### config.mk
export PLATFORM = sky130hd
export DESIGN_NAME = rtmp_chunk_writer_unit
export DESIGN_NICKNAME = d
export VERILOG_FILES = /design/src/sv/rcw_pkg.sv /design/src/sv/rcw_ucode_rom.sv /design/src/sv/rcw_sequencer.sv /design/src/sv/rcw_datapath.sv /design/src/sv/rtmp_chunk_writer_unit.sv
export SDC_FILE = /design/constraint.sdc
export NUM_CORES = 1
export LEC_CHECK = 0
export ABC_AREA = 0
export BUFFER_PORTS_ARGS = -buffer_cell sky130_fd_sc_hd__buf_4
export CAP_MARGIN = 20
export CORE_MARGIN = 5
export CORE_UTILIZATION = 48
export DETAILED_ROUTE_END_ITERATION = 7
export PLACE_DENSITY = 0.76
export SYNTH_ARGS = -nofsm -noshare
export SYNTH_HDL_FRONTEND = slang
export SYNTH_SLANG_ARGS = --single-unit
### constraint.sdc
create_clock -name aclk -period 4.3 [get_ports aclk]
set_input_delay 1.075 -clock aclk [delete_from_list [all_inputs] [get_ports aclk]]
set_output_delay 1.075 -clock aclk [all_outputs]
set_load 0.005 [all_outputs]
### src/sv/rcw_pkg.sv
// Shared types and constants for the RTMP chunk writer.
// Holds the microcode word layout, byte selector codes and the item record.
// No dependencies.
package rcw_pkg;

    localparam int UPC_W = 5;
    typedef logic [UPC_W-1:0] upc_t;

    // Entry points of the microcode program.
    localparam upc_t PC_TYPE0   = 5'd0;
    localparam upc_t PC_EXT_TS  = 5'd12;
    localparam upc_t PC_PAYLOAD = 5'd16;
    localparam upc_t PC_CONT    = 5'd17;

    localparam logic [31:0] TS_ESCAPE        = 32'h00FF_FFFF;
    localparam logic [23:0] FILL_MAX         = 24'hFF_FFFF;
    localparam logic [23:0] CHUNK_SIZE_RESET = 24'd128;
    localparam logic [1:0]  FMT_FULL         = 2'd0;
    localparam logic [1:0]  FMT_CONT         = 2'd3;

    // Register index decoded from paddr[2].
    localparam logic REG_CHUNK_SIZE = 1'b0;

    typedef enum logic [4:0] {
        SEL_CSID_FULL,
        SEL_TS24_H,
        SEL_TS24_M,
        SEL_TS24_L,
        SEL_LEN_H,
        SEL_LEN_M,
        SEL_LEN_L,
        SEL_MTYPE,
        SEL_MSID_0,
        SEL_MSID_1,
        SEL_MSID_2,
        SEL_MSID_3,
        SEL_TS_3,
        SEL_TS_2,
        SEL_TS_1,
        SEL_TS_0,
        SEL_CSID_CONT,
        SEL_PAYLOAD
    } byte_sel_t;

    typedef enum logic [1:0] {
        SEQ_NEXT,
        SEQ_SKIP_EXT,
        SEQ_GOTO,
        SEQ_END
    } seq_op_t;

    typedef struct packed {
        byte_sel_t sel;
        logic      is_hdr;
        logic      last;
        seq_op_t   op;
        upc_t      target;
    } ucode_t;

    typedef struct packed {
        logic [23:0] mlen;
        logic [31:0] ts;
        logic [31:0] msid;
        logic [7:0]  mtype;
        logic [5:0]  csid;
        logic [7:0]  payload;
    } msg_t;

endpackage

### src/sv/rcw_ucode_rom.sv
// Microcode program of the chunk writer: one control word per step.
// Depends on rcw_pkg.
module rcw_ucode_rom (
    input  rcw_pkg::upc_t   pc,
    output rcw_pkg::ucode_t ctrl
);

    always_comb begin
        unique case (pc)
            5'd0:  ctrl = '{rcw_pkg::SEL_CSID_FULL, 1'b1, 1'b0, rcw_pkg::SEQ_NEXT, '0};
            5'd1:  ctrl = '{rcw_pkg::SEL_TS24_H,    1'b1, 1'b0, rcw_pkg::SEQ_NEXT, '0};
            5'd2:  ctrl = '{rcw_pkg::SEL_TS24_M,    1'b1, 1'b0, rcw_pkg::SEQ_NEXT, '0};
            5'd3:  ctrl = '{rcw_pkg::SEL_TS24_L,    1'b1, 1'b0, rcw_pkg::SEQ_NEXT, '0};
            5'd4:  ctrl = '{rcw_pkg::SEL_LEN_H,     1'b1, 1'b0, rcw_pkg::SEQ_NEXT, '0};
            5'd5:  ctrl = '{rcw_pkg::SEL_LEN_M,     1'b1, 1'b0, rcw_pkg::SEQ_NEXT, '0};
            5'd6:  ctrl = '{rcw_pkg::SEL_LEN_L,     1'b1, 1'b0, rcw_pkg::SEQ_NEXT, '0};
            5'd7:  ctrl = '{rcw_pkg::SEL_MTYPE,     1'b1, 1'b0, rcw_pkg::SEQ_NEXT, '0};
            5'd8:  ctrl = '{rcw_pkg::SEL_MSID_0,    1'b1, 1'b0, rcw_pkg::SEQ_NEXT, '0};
            5'd9:  ctrl = '{rcw_pkg::SEL_MSID_1,    1'b1, 1'b0, rcw_pkg::SEQ_NEXT, '0};
            5'd10: ctrl = '{rcw_pkg::SEL_MSID_2,    1'b1, 1'b0, rcw_pkg::SEQ_NEXT, '0};
            // Skip the extended timestamp unless the timestamp escaped.
            5'd11: ctrl = '{rcw_pkg::SEL_MSID_3,    1'b1, 1'b0, rcw_pkg::SEQ_SKIP_EXT,
                            rcw_pkg::PC_PAYLOAD};
            5'd12: ctrl = '{rcw_pkg::SEL_TS_3,      1'b1, 1'b0, rcw_pkg::SEQ_NEXT, '0};
            5'd13: ctrl = '{rcw_pkg::SEL_TS_2,      1'b1, 1'b0, rcw_pkg::SEQ_NEXT, '0};
            5'd14: ctrl = '{rcw_pkg::SEL_TS_1,      1'b1, 1'b0, rcw_pkg::SEQ_NEXT, '0};
            5'd15: ctrl = '{rcw_pkg::SEL_TS_0,      1'b1, 1'b0, rcw_pkg::SEQ_NEXT, '0};
            5'd16: ctrl = '{rcw_pkg::SEL_PAYLOAD,   1'b0, 1'b1, rcw_pkg::SEQ_END, '0};
            5'd17: ctrl = '{rcw_pkg::SEL_CSID_CONT, 1'b1, 1'b0, rcw_pkg::SEQ_GOTO,
                            rcw_pkg::PC_PAYLOAD};
            default: ctrl = '{rcw_pkg::SEL_PAYLOAD, 1'b0, 1'b1, rcw_pkg::SEQ_END, '0};
        endcase
    end

endmodule

### src/sv/rcw_sequencer.sv
// Step counter of the chunk writer: picks the entry point, follows jumps,
// and keeps the chunk fill count. Depends on rcw_pkg.
module rcw_sequencer (
    input  logic            aclk,
    input  logic            aresetn,
    input  logic            item_accept,
    input  logic            item_first,
    input  logic [23:0]     chunk_size,
    input  logic            step_fire,
    input  logic            ext_ts,
    input  rcw_pkg::ucode_t ctrl,
    output rcw_pkg::upc_t   pc,
    output logic            busy,
    output logic            item_ready
);

    rcw_pkg::upc_t pc_reg, pc_next, start_pc;
    logic          busy_reg, busy_next;
    logic [23:0]   fill_reg, fill_next;
    logic          chunk_full;

    assign chunk_full = fill_reg >= chunk_size;
    assign pc         = pc_reg;
    assign busy       = busy_reg;
    // A new item may enter on the step that finishes the current one.
    assign item_ready = !busy_reg || (step_fire && ctrl.op == rcw_pkg::SEQ_END);

    always_comb begin
        priority if (item_first) begin
            start_pc = rcw_pkg::PC_TYPE0;
        end else if (chunk_full) begin
            start_pc = rcw_pkg::PC_CONT;
        end else begin
            start_pc = rcw_pkg::PC_PAYLOAD;
        end
    end

    always_comb begin
        fill_next = fill_reg;
        if (item_accept) begin
            priority if (item_first || chunk_full) begin
                fill_next = 24'd1;
            end else if (fill_reg != rcw_pkg::FILL_MAX) begin
                fill_next = fill_reg + 24'd1;
            end
        end
    end

    always_comb begin
        pc_next   = pc_reg;
        busy_next = busy_reg;
        if (step_fire) begin
            unique case (ctrl.op)
                rcw_pkg::SEQ_NEXT:     pc_next = pc_reg + 5'd1;
                rcw_pkg::SEQ_SKIP_EXT: pc_next = ext_ts ? pc_reg + 5'd1 : ctrl.target;
                rcw_pkg::SEQ_GOTO:     pc_next = ctrl.target;
                rcw_pkg::SEQ_END:      busy_next = 1'b0;
                default:               busy_next = 1'b0;
            endcase
        end
        if (item_accept) begin
            pc_next   = start_pc;
            busy_next = 1'b1;
        end
    end

    always_ff @(posedge aclk) begin
        if (!aresetn) begin
            pc_reg   <= rcw_pkg::PC_TYPE0;
            busy_reg <= 1'b0;
            fill_reg <= '0;
        end else begin
            pc_reg   <= pc_next;
            busy_reg <= busy_next;
            fill_reg <= fill_next;
        end
    end

endmodule

### src/sv/rcw_datapath.sv
// Datapath of the chunk writer: holds the current item and selects the
// byte that the control word names. Depends on rcw_pkg.
module rcw_datapath (
    input  logic              aclk,
    input  logic              item_accept,
    input  rcw_pkg::msg_t     item,
    input  rcw_pkg::byte_sel_t sel,
    output logic [7:0]        byte_out,
    output logic              ext_ts
);

    rcw_pkg::msg_t item_reg;
    logic [23:0]   ts24;

    always_ff @(posedge aclk) begin
        if (item_accept) begin
            item_reg <= item;
        end
    end

    assign ext_ts = item_reg.ts >= rcw_pkg::TS_ESCAPE;
    assign ts24   = ext_ts ? rcw_pkg::TS_ESCAPE[23:0] : item_reg.ts[23:0];

    always_comb begin
        unique case (sel)
            rcw_pkg::SEL_CSID_FULL: byte_out = {rcw_pkg::FMT_FULL, item_reg.csid};
            rcw_pkg::SEL_TS24_H:    byte_out = ts24[23:16];
            rcw_pkg::SEL_TS24_M:    byte_out = ts24[15:8];
            rcw_pkg::SEL_TS24_L:    byte_out = ts24[7:0];
            rcw_pkg::SEL_LEN_H:     byte_out = item_reg.mlen[23:16];
            rcw_pkg::SEL_LEN_M:     byte_out = item_reg.mlen[15:8];
            rcw_pkg::SEL_LEN_L:     byte_out = item_reg.mlen[7:0];
            rcw_pkg::SEL_MTYPE:     byte_out = item_reg.mtype;
            rcw_pkg::SEL_MSID_0:    byte_out = item_reg.msid[7:0];
            rcw_pkg::SEL_MSID_1:    byte_out = item_reg.msid[15:8];
            rcw_pkg::SEL_MSID_2:    byte_out = item_reg.msid[23:16];
            rcw_pkg::SEL_MSID_3:    byte_out = item_reg.msid[31:24];
            rcw_pkg::SEL_TS_3:      byte_out = item_reg.ts[31:24];
            rcw_pkg::SEL_TS_2:      byte_out = item_reg.ts[23:16];
            rcw_pkg::SEL_TS_1:      byte_out = item_reg.ts[15:8];
            rcw_pkg::SEL_TS_0:      byte_out = item_reg.ts[7:0];
            rcw_pkg::SEL_CSID_CONT: byte_out = {rcw_pkg::FMT_CONT, item_reg.csid};
            rcw_pkg::SEL_PAYLOAD:   byte_out = item_reg.payload;
            default:                byte_out = item_reg.payload;
        endcase
    end

endmodule

### src/sv/rtmp_chunk_writer_unit.sv
// RTMP chunk writer top level. An accepted input word is held in the sequencer and datapath
// registers, and its first output word is then registered at the output; one word leaves per
// cycle while m_tready is high, one per microcode step. An item is the payload byte alone, after
// a type-3 header, after a type-0 header, or after a type-0 header with extended timestamp; the
// next item enters on the last step of the current one. aresetn is synchronous, active low: it
// clears the sequencer, the chunk fill count and the output valid, and sets chunk_size to 128.
module rtmp_chunk_writer_unit (
    input  logic         aclk,
    input  logic         aresetn,
    // APB configuration port
    input  logic         psel,
    input  logic         penable,
    input  logic         pwrite,
    input  logic [2:0]   paddr,
    input  logic [31:0]  pwdata,
    output logic [31:0]  prdata,
    output logic         pready,
    // Input stream
    input  logic         s_tvalid,
    output logic         s_tready,
    // payload_byte[7:0], csid[13:8], message_type[21:14],
    // message_stream_id[53:22], timestamp[85:54], message_length[109:86], zero pad
    input  logic [111:0] s_tdata,
    // first_byte[0]
    input  logic [0:0]   s_tuser,
    // Output stream
    output logic         m_tvalid,
    input  logic         m_tready,
    // out_byte[7:0]
    output logic [7:0]   m_tdata,
    // is_header[0]
    output logic [0:0]   m_tuser,
    output logic         m_tlast
);

    logic [23:0]     chunk_size_reg, chunk_size_next;
    logic            m_tvalid_reg, m_tvalid_next;
    logic [7:0]      m_tdata_reg;
    logic            m_tuser_reg, m_tlast_reg;
    logic            cfg_write, item_accept, step_fire, busy, ext_ts, item_ready;
    logic [7:0]      byte_out;
    rcw_pkg::upc_t   pc;
    rcw_pkg::ucode_t ctrl;
    rcw_pkg::msg_t   item;

    assign pready    = 1'b1;
    assign cfg_write = psel && penable && pwrite && pready;
    assign prdata    = (paddr[2] == rcw_pkg::REG_CHUNK_SIZE) ? {8'd0, chunk_size_reg} : 32'd0;

    always_comb begin
        chunk_size_next = chunk_size_reg;
        if (cfg_write && paddr[2] == rcw_pkg::REG_CHUNK_SIZE) begin
            chunk_size_next = pwdata[23:0];
        end
    end

    assign item = '{mlen:    s_tdata[109:86],
                    ts:      s_tdata[85:54],
                    msid:    s_tdata[53:22],
                    mtype:   s_tdata[21:14],
                    csid:    s_tdata[13:8],
                    payload: s_tdata[7:0]};

    assign s_tready    = item_ready;
    assign item_accept = s_tvalid && item_ready;
    assign step_fire   = busy && (!m_tvalid_reg || m_tready);

    rcw_ucode_rom u_rom (
        .pc   (pc),
        .ctrl (ctrl)
    );

    rcw_sequencer u_seq (
        .aclk        (aclk),
        .aresetn     (aresetn),
        .item_accept (item_accept),
        .item_first  (s_tuser[0]),
        .chunk_size  (chunk_size_reg),
        .step_fire   (step_fire),
        .ext_ts      (ext_ts),
        .ctrl        (ctrl),
        .pc          (pc),
        .busy        (busy),
        .item_ready  (item_ready)
    );

    rcw_datapath u_dp (
        .aclk        (aclk),
        .item_accept (item_accept),
        .item        (item),
        .sel         (ctrl.sel),
        .byte_out    (byte_out),
        .ext_ts      (ext_ts)
    );

    always_comb begin
        m_tvalid_next = m_tvalid_reg;
        if (step_fire) begin
            m_tvalid_next = 1'b1;
        end else if (m_tready) begin
            m_tvalid_next = 1'b0;
        end
    end

    always_ff @(posedge aclk) begin
        if (!aresetn) begin
            chunk_size_reg <= rcw_pkg::CHUNK_SIZE_RESET;
            m_tvalid_reg   <= 1'b0;
        end else begin
            chunk_size_reg <= chunk_size_next;
            m_tvalid_reg   <= m_tvalid_next;
        end
    end

    always_ff @(posedge aclk) begin
        if (step_fire) begin
            m_tdata_reg <= byte_out;
            m_tuser_reg <= ctrl.is_hdr;
            m_tlast_reg <= ctrl.last;
        end
    end

    assign m_tvalid   = m_tvalid_reg;
    assign m_tdata    = m_tdata_reg;
    assign m_tuser[0] = m_tuser_reg;
    assign m_tlast    = m_tlast_reg;

endmodule

# Word level (Yosys, flattened, before mapping)
# Memory sizes are Yosys's and may differ from the RTL's. A register that Yosys moved wholly into a read port is not among the register bits.
# Cells that the tools add are included.
[totals]
output_inout_bits = 45
rom_bits = 320
wordCells = 79
regBits = 175
input_bits = 155
memories = 1
[op_classes]
n_lt_le_gt_ge = 2
reduce_logical = 21
muxes = 18
bitwise = 1
addsub = 2
eq_ne = 20
[memory_table]
columns = ["name", "depth", "word_bits", "rd", "rd_clocked_by_memory_dff", "wr", "line", "text"]
rows = [
  ["(name not given)", 32, 10, 1, 1, 0, "rcw_ucode_rom.sv:9", "unique case (pc)"],
]
[op_table]
columns = ["op", "n"]
rows = [
  ["$pmux W8 S17", 1],
  ["$mux W24", 4],
  ["$eq A5 B4 Y1 const B", 8],
  ["$ge A32 B24 Y1 const B", 1],
  ["$mux W5", 6],
  ["$add A24 B1 Y24 const B", 1],
  ["$ge A24 B24 Y1", 1],
  ["$ne A24 B24 Y1 const B", 1],
  ["$eq A5 B3 Y1 const B", 4],
  ["$pmux W5 S3", 1],
  ["$eq A5 B2 Y1 const B", 2],
  ["$reduce_bool A2 Y1", 4],
  ["$logic_and A1 B1 Y1", 6],
  ["$mux W1", 6],
  ["$reduce_and A2 Y1", 3],
  ["$add A5 B1 Y5 const B", 1],
  ["$eq A5 B1 Y1 const B", 1],
  ["$eq A5 B5 Y1 const B", 1],
  ["$logic_not A5 Y1", 1],
  ["$eq A2 B2 Y1 const B", 2],
  ["$reduce_bool A4 Y1", 1],
  ["$logic_or A1 B1 Y1", 3],
  ["$eq A2 B1 Y1 const B", 1],
  ["$logic_not A1 Y1", 2],
  ["2 further kinds", 2],
]

# Longest topological paths before layout
# Gate-level depths: netlist (run 1).
[depth]
word_depth = 10
ltp_mapped = 10
mapped_depth_nobuf = 9

# By module
# From an unflattened synthesis (run 1), not the netlist that was laid out.
[hier_totals]
cells_unflattened = 777
hier_area_um2 = 8743.4
[modules_own_cells]
columns = ["module", "instances", "seq_area_each_um2", "area_each_um2", "cells_per_inst"]
rows = [
  ["rcw_datapath", 1, 3303.2, 4740.8, 301],
  ["rcw_sequencer", 1, 600.6, 2275.9, 297],
  ["rtmp_chunk_writer_unit", 1, 800.8, 1576.5, 157],
  ["rcw_ucode_rom", 1, 0.0, 150.1, 22],
]

# Worst setup path after synthesis (run 1)
# Ideal clock, no wire load.
[synth_timing]
kind = "input to register"
startpoint = "in m_tready"
endpoint = "reg, netlist name u_rom.ctrl[4]"
slack_ps = -9
n_path_buf = 1
cell_stages = 8
arrival_ps = 4196
setup_ps = 112
path_cell_list = "nor2b_1 o21ai_1 nand2_1 inv_1 buf_2 o22ai_1 or3_1 a2111oi_1"
[synth_via]
elab_chain_cells = 9
[synth_rtl]
columns = ["element", "line", "text"]
rows = [
  ["start: declaration", "rtmp_chunk_writer_unit.sv:28", "input logic m_tready,"],
  ["$logic_or A1 B1 Y1 *", "rtmp_chunk_writer_unit.sv:66", "assign step_fire = busy && (!m_tvalid_reg || m_tready);"],
  ["$logic_and A1 B1 Y1 *", "rtmp_chunk_writer_unit.sv:66", ""],
  ["$logic_and A1 B1 Y1 *", "rcw_sequencer.sv:26", "assign item_ready = !busy_reg || (step_fire && ctrl.op == rcw_pkg::SEQ_END);"],
  ["$logic_or A1 B1 Y1 *", "rcw_sequencer.sv:26", ""],
  ["via s_tready", "rtmp_chunk_writer_unit.sv:20", "output logic s_tready,"],
  ["$logic_and A1 B1 Y1 *", "rtmp_chunk_writer_unit.sv:65", "assign item_accept = s_tvalid && item_ready;"],
  ["via item_accept", "rtmp_chunk_writer_unit.sv:40", "logic cfg_write, item_accept, step_fire, busy, ext_ts, item_ready;"],
  ["$reduce_bool A4 Y1 (no source line) / $reduce_bool A2 Y1 (equally long branches)", "n/a", ""],
  ["$reduce_and A2 Y1 (no source line)", "n/a", ""],
  ["$mux W5 (no source line) * (2 in series)", "n/a", ""],
]
# The timed path passes the listed nets; every way through them passes the cells marked *.
# A chain may end at the register's enable or synchronous reset.

# Worst setup path after layout (run 1)
[layout_timing]
startpoint = "reg u_dp.item_reg[82] (netlist bit)"
endpoint = "reg, netlist name u_rom.ctrl[5]"
[layout_via]
elab_chain_cells = 7
[layout_rtl]
columns = ["element", "line", "text"]
rows = [
  ["start: declaration", "rcw_datapath.sv:12", "rcw_pkg::msg_t item_reg;"],
  ["start signal: assignment", "rcw_datapath.sv:17", "item_reg <= item;"],
  ["$ge A32 B24 Y1", "rcw_datapath.sv:21", "assign ext_ts = item_reg.ts >= rcw_pkg::TS_ESCAPE;"],
  ["$mux W5", "rcw_sequencer.sv:55", "rcw_pkg::SEQ_SKIP_EXT: pc_next = ext_ts ? pc_reg + 5'd1 : ctrl.target;"],
  ["$pmux W5 S3", "rcw_sequencer.sv:53", "unique case (ctrl.op)"],
  ["$mux W5", "rcw_sequencer.sv:52", "if (step_fire) begin"],
  ["$mux W5", "rcw_sequencer.sv:61", "if (item_accept) begin"],
  ["$mux W5 (no source line) (2 in series)", "n/a", ""],
]
# Every way passes these cells. The select of a mux whose other input is x is not followed.

==> flow_metrics.env, run 1 <==
export IMPL_path_buf_inv=0
export IMPL_relSlewSlack_pct=34.59
export IMPL_synth_area_leader_cell="edfxtp_1"
export IMPL_fin_crit_sh_pct=72.37
export IMPL_hold_path_depth=0
export IMPL_slew_viol_final=0
export IMPL_grt_max_degree=80
export IMPL_clkSlewWorstSetupHoldPaths_ns=0.07
export IMPL_final_common_cell="buf_4"
export IMPL_clock_root_buffer="clkbuf_16"
export IMPL_fin_total_pwr_mw=3.959
export IMPL_drtPass1Iterations=7
export IMPL_row_count=48
export IMPL_ctsResizeCount=0
export IMPL_place_gp_congestion=0.9405
export IMPL_ys_flop_type="edfxtp_1"
export IMPL_cpLargestDelayFamily="compound AO/OA/AOI/OAI gates"
export IMPL_ioPinCount=200
export IMPL_p_per_area_nw_per_um2=382.0
export IMPL_antenna_found_initial=2
export IMPL_r2r_slack_ns=1.19
export IMPL_worstSetupStartpointType="register"
export IMPL_synth_seq_cells=184
export IMPL_hp_start="u_rom.ctrl[7]"
export IMPL_syn_inst=753
export IMPL_finalNetCount=1117
export IMPL_crit_slowest_cell="a221oi_2"
export IMPL_crit_required_ns=4.57
export IMPL_min_period_ns=3.112
export IMPL_syn_avg_cell_area_sq_um=10.96
export IMPL_setup_tns_ns=0
export IMPL_timing_rr_end="u_rom.ctrl[5]"
export IMPL_dieArea_sq_um=19920
export IMPL_syn_cell_area_sq_um=8253
export IMPL_grt_overflow=0
export IMPL_postCtsSetupRepairBufs=0
export IMPL_crit_chain="nor4_1 > nand2_1 > a221oi_2 > a2111o_1 > nand3_1 > a211oi_1 > a221oi_1"
export IMPL_synth_top_area_share_pct=43.66
export IMPL_rsz0062_at_grt="no"
export IMPL_ys_types=70
export IMPL_critPathMaxFanout=6
export IMPL_n_fill_cell=1433
export IMPL_clk_latency_ns=0.43
export IMPL_end_kind="register"
export IMPL_drive_gt1_share_pct=24.36
export IMPL_worst_pin_slew_ns=0.9759
export IMPL_drt_total_wl_mm=22.60
export IMPL_status="finished clean"
export IMPL_grt_pass1_vias=6570
export IMPL_synthTopCellsByArea="edfxtp_1, dfxtp_1, ha_1"
export IMPL_wire_per_inst_um=19.32
export IMPL_finalClockSkew_ns=0.01102
export IMPL_synth_edf_count=120
export IMPL_setup_violations=0
export IMPL_leakagePower_nw=3.934
export IMPL_async_flop_share_pct=0
export IMPL_irDropWorstVdd_mv=0.2886
export IMPL_dp_hpwl_mm=16.55
export IMPL_most_common_layout_cells="buf_4, edfxtp_1, nand2_1"
export IMPL_initial_core_util_pct=48.39
export IMPL_hold_viol=0
export IMPL_ant_nets=0
export IMPL_h_tree_depth=4
export IMPL_viasPerCell=5.737
export IMPL_die_y_um=141.1
export IMPL_drt_iter0_drc=786
export IMPL_cts_path_max_buffers=2
export IMPL_largest_reg_flops=110
export IMPL_grt_total_usage_pct=22.31
export IMPL_yosysWarnings=0
export IMPL_worst_r2r_cell_count=7
export IMPL_ys_seq_area_share_pct=59.19
export IMPL_num_vias=6712
export IMPL_critPathKind="register to register"
export IMPL_area_growth_pct=25.58
export IMPL_die_w_um=141.1
export IMPL_cts_buffers=17
export IMPL_max_stage_delay_ns=0.61
export IMPL_coreArea_sq_um=17060
export IMPL_grt_pass1_wl_mm=34.45
export IMPL_cts_num_sinks=184
export IMPL_timing_fmax_mhz=321.4
export IMPL_hp_class="register to register"
export IMPL_cap_violations=0
export IMPL_place_port_buffers=178
export IMPL_r2r_start="u_dp.item_reg[82]"
export IMPL_cp_arrival_ns=3.38
export IMPL_drc=0
export IMPL_hold_path_endpoint="m_tlast"
export IMPL_hold_buffers=0
export IMPL_cts_tree="yes"
cell usage after synthesis (5+ instances only):
cell	instances
a22oi_1	25
buf_4	9
or3_1	16
nand3_1	21
dfxtp_1	64
inv_1	37
a222oi_1	9
edfxtp_1	120
o21ai_0	28
clkbuf_1	20
nand2b_1	5
nor2b_1	6
and4_1	5
nand4_1	28
nor3_1	15
a211oi_1	5
a21o_1	5
nor2_1	70
a21oi_1	53
and3_1	10
a221oi_1	5
ha_1	30
o31ai_1	9
nand2_1	87
metrics by stage:
stage / cell area, sq um / hold WS, ns / instances / setup slack [ns] / util [%]
2_1_floorplan: 8282 / 0.3855 / 760 / 0.6498 / -
3_3_place_gp: 9788 / 0.3887 / 1138 / 0.8709 / 57.39
3_5_place_dp: 9788 / 0.3919 / 1138 / 0.8387 / 57.39
4_1_cts: 10360 / 0.4072 / 1169 / 1.215 / 60.75
5_1_grt: 10360 / 0.4079 / 1169 / 0.9516 / 60.75
6_report: 10360 / 0.4038 / 1170 / 1.188 / 60.76
cells by family after synthesis:
| family | count (synthesis) | synth area share, % |
|---|---|---|
| buffers and inverters | 72 | 3.896 |
| xor gates and xnor gates | 5 | 0.5306 |
| muxes | 4 | 0.5155 |
| DFF | 184 | 59.19 |
| AOI/OAI and AO/OA | 173 | 14.22 |
| adders and majority gates | 30 | 4.548 |
| and+or+nand+nor | 283 | 17.01 |
| other | 2 | 0.09100 |
report_power, final:
group          switching [mW]  total [mW]  internal [mW]  leakage (nW)
Sequential             0.0494        2.05           2.00          1.66
Clock                   0.682        1.54          0.859         0.266
Combinational           0.196       0.373          0.176          2.01
worst max-delay path by stage:
stage / start / cells after the start / end / slack, ns
after global routing: chunk_size_reg[23] / 10 / u_seq.fill_reg[7] / 0.95
after CTS: u_rom.ctrl[6] / 7 / u_dp.item_reg[35] / 1.22
after floorplan: m_tready / 8 / u_rom.ctrl[4] / 0.65
final: u_dp.item_reg[82] / 7 / u_rom.ctrl[5] / 1.19
after global placement: m_tready / 7 / u_dp.item_reg[0] / 0.87
after detailed placement: m_tready / 7 / u_dp.item_reg[47] / 0.84
per-layer routing:
layer	wire length (um)	up-vias	track usage, %
li1	-	3179	-
met1	9242	3177	29.50
met2	10910	309	36.27
met3	1799	45	4.783
met4	637	2	8.210
met5	13	-	0
cell type report:
cell class | count | area (sq um) | area share [%]
flip-flops and latches | 184 | 4885 | 47.13
repair buffers | 187 | 1404 | 13.55
clock inverters | 13 | 143.9 | 1.388
diodes | 1 | 2.502 | 0.02415
clock buffers | 18 | 429.2 | 4.141
multi-input cells | 504 | 3073 | 29.65
inverters | 38 | 145.1 | 1.400
well taps | 225 | 281.5 | 2.716
Note: power is estimated with default switching activity, not from simulation.
==> run 2: changes to the inputs <==
--- a/config.mk
+++ b/config.mk
@@ -9,9 +9,9 @@
 export BUFFER_PORTS_ARGS = -buffer_cell sky130_fd_sc_hd__buf_4
 export CAP_MARGIN = 20
 export CORE_MARGIN = 5
-export CORE_UTILIZATION = 48
+export CORE_UTILIZATION = 54
 export DETAILED_ROUTE_END_ITERATION = 7
-export PLACE_DENSITY = 0.76
+export PLACE_DENSITY = 0.8
 export SYNTH_ARGS = -nofsm -noshare
 export SYNTH_HDL_FRONTEND = slang
 export SYNTH_SLANG_ARGS = --single-unit
==> constraint.sdc (replaced) <==
create_clock -name aclk -period 3.1 [get_ports aclk]
set_input_delay 0.775 -clock aclk [delete_from_list [all_inputs] [get_ports aclk]]
set_output_delay 0.775 -clock aclk [all_outputs]
set_load 0.005 [all_outputs]
==> run 2 against run 1 <==
  * Non-clock buffer count increased by 18
  * Sequential power increased by 39%
  * Register-to-register slack worse by 1.0 ns
  * Flip-flop and latch count unchanged
  * First-iteration DRC count up 3.3%
==> flow_metrics.env, run 2 (synthesis results as in run 1) <==
export IMPL_timing_fmax_mhz=342.5
export IMPL_postCtsSetupRepairBufs=0
export IMPL_multi_input_area_sq_um=3084
export IMPL_cpLargestDelayFamily="compound AO/OA/AOI/OAI gates"
export IMPL_die_y_um=133.6
export IMPL_drt_total_wl_mm=22.15
export IMPL_largest_reg_flops=110
export IMPL_crit_required_ns=3.37
export IMPL_worstSetupStartpointType="register"
export IMPL_viasPerCell=5.982
export IMPL_antenna_cells=0
export IMPL_ioPinCount=200
export IMPL_status="finished clean"
export IMPL_cp_arrival_ns=3.19
export IMPL_grt_pass1_vias=6630
export IMPL_end_kind="register"
export IMPL_critPathMaxFanout=6
export IMPL_p_clk_share_pct=37.7
export IMPL_r2r_slack_ns=0.18
export IMPL_grt_max_degree=72
export IMPL_area_growth_pct=26.58
export IMPL_hold_viol=0
export IMPL_row_count=45
export IMPL_die_w_um=133.6
export IMPL_design_area_sq_um=10450
export IMPL_dp_hpwl_mm=16.01
export IMPL_irDropWorstVdd_mv=0.3959
export IMPL_timing_rr_end="u_rom.ctrl[7]"
export IMPL_intPower_mw=4.131
export IMPL_num_vias=6879
export IMPL_place_gp_congestion=0.9369
export IMPL_switchingPower_mw=1.282
export IMPL_grt_total_usage_pct=24.72
export IMPL_ant_nets=0
export IMPL_hold_buffers=0
export IMPL_leakagePower_nw=4.017
export IMPL_setup_violations=0
export IMPL_max_stage_delay_ns=0.54
export IMPL_cts_path_max_buffers=2
export IMPL_crit_slowest_cell="nor4_1"
export IMPL_coreArea_sq_um=15090
export IMPL_r2r_start="u_dp.item_reg[82]"
export IMPL_wire_per_inst_um=19.26
export IMPL_hp_class="register to register"
export IMPL_clk_latency_ns=0.44
export IMPL_dieArea_sq_um=17860
export IMPL_worst_r2r_cell_count=7
export IMPL_drt_iter0_drc=812
export IMPL_p_per_area_nw_per_um2=518.1
export IMPL_cp_startpoint="u_dp.item_reg[82]"
export IMPL_grt_overflow=0
export IMPL_fin_crit_sh_pct=94.19
export IMPL_setup_worst_path_end="u_rom.ctrl[7]"
export IMPL_crit_chain="nor4_1 > nand2_1 > a221oi_4 > a2111o_1 > nand3_1 > a211oi_1 > a21boi_0"
export IMPL_rsz0062_at_grt="no"
export IMPL_grt_pass1_wl_mm=34.37
export IMPL_p_seq_share_pct=52.4
export IMPL_place_port_buffers=178
export IMPL_cts_tree="yes"
export IMPL_drive_gt1_share_pct=25.78
export IMPL_place_area_sq_um=9889
export IMPL_most_common_layout_cells="buf_4, edfxtp_1, nand2_1"
export IMPL_antenna_found_initial=0
export IMPL_critPathKind="register to register"
export IMPL_fin_total_pwr_mw=5.413
export IMPL_netSwitchingFraction_pct=23.68
export IMPL_h_tree_depth=4
export IMPL_comb_power_share_pct=9.9
export IMPL_slew_viol_final=0
export IMPL_register_area_sq_um=4885
export IMPL_initial_core_util_pct=54.69
export IMPL_clock_root_buffer="clkbuf_16"
export IMPL_cp_num_cells=7
export IMPL_drc=0
export IMPL_cap_violations=0
export IMPL_worst_pin_slew_ns=1.118
export IMPL_path_buf_inv=0
export IMPL_finalClockSkew_ns=0.01244
export IMPL_finalNetCount=1135
export IMPL_relSlewSlack_pct=24.86
export IMPL_min_period_ns=2.920
export IMPL_cts_buffers=17
export IMPL_final_common_cell="buf_4"
export IMPL_n_fill_cell=1152
export IMPL_clkSlewWorstSetupHoldPaths_ns=0.06
export IMPL_cts_num_sinks=184
export IMPL_setup_tns_ns=0
export IMPL_drtPass1Iterations=5
-- run 2: how the worst min path moves through the flow --
stage | from | to | cells past startpoint
4_1_cts | u_rom.ctrl[8] | m_tuser | 0
5_1_grt | u_rom.ctrl[8] | m_tuser | 0
3_3_place_gp | u_rom.ctrl[8] | m_tuser | 0
2_1_floorplan | u_rom.ctrl[7] | m_tlast | 0
6_report | u_rom.ctrl[8] | m_tuser | 0
3_5_place_dp | u_rom.ctrl[8] | m_tuser | 0
-- run 2: cell type report --
| class | count | area share, % |
|---|---|---|
| Clock inverter | 14 | 1.150 |
| Clock buffer | 17 | 4.072 |
| Sequential cell | 184 | 46.76 |
| Tap cell | 188 | 2.252 |
| Timing Repair Buffer | 205 | 14.85 |
| Inverter | 38 | 1.389 |
| Multi-Input combinational cell | 504 | 29.52 |
-- run 2: power by group through the flow --
stage	registers (mW)	logic, mW	clock network [mW]
2_1_floorplan	2.86	0.266	0
3_3_place_gp	2.88	0.514	0
3_5_place_dp	2.88	0.527	0
4_1_cts	2.83	0.530	2.05
5_1_grt	2.84	0.590	2.17
6_report	2.84	0.538	2.04
-- run 2: routing by layer --
layer,up-vias,share of wire [%],track usage [%]
li1,3212,-,-
met2,338,47,39.31
met4,0,2.7,7.943
met5,-,0,0
met1,3278,40,32.95
met3,51,9.7,7.100
-- run 2: per-stage QoR --
step	hold WS [ns]	util (%)	std cells	setup slack, ns
after floorplan	0.3855	-	760	0.09387
after global placement	0.3864	65.54	1119	0.3182
after detailed placement	0.3947	65.54	1119	0.2585
after CTS	0.4092	69.15	1150	0.2117
after global routing	0.4250	69.23	1150	0.05757
final	0.4087	69.23	1150	0.1803
-- run 2: repair_timing --
| item | 4_1_cts | 5_1_grt |
|---|---|---|
| gates resized for setup | 0 | 1 |
| setup endpoints to repair | 0 | 1 |
| hold endpoints to repair | 0 | 0 |
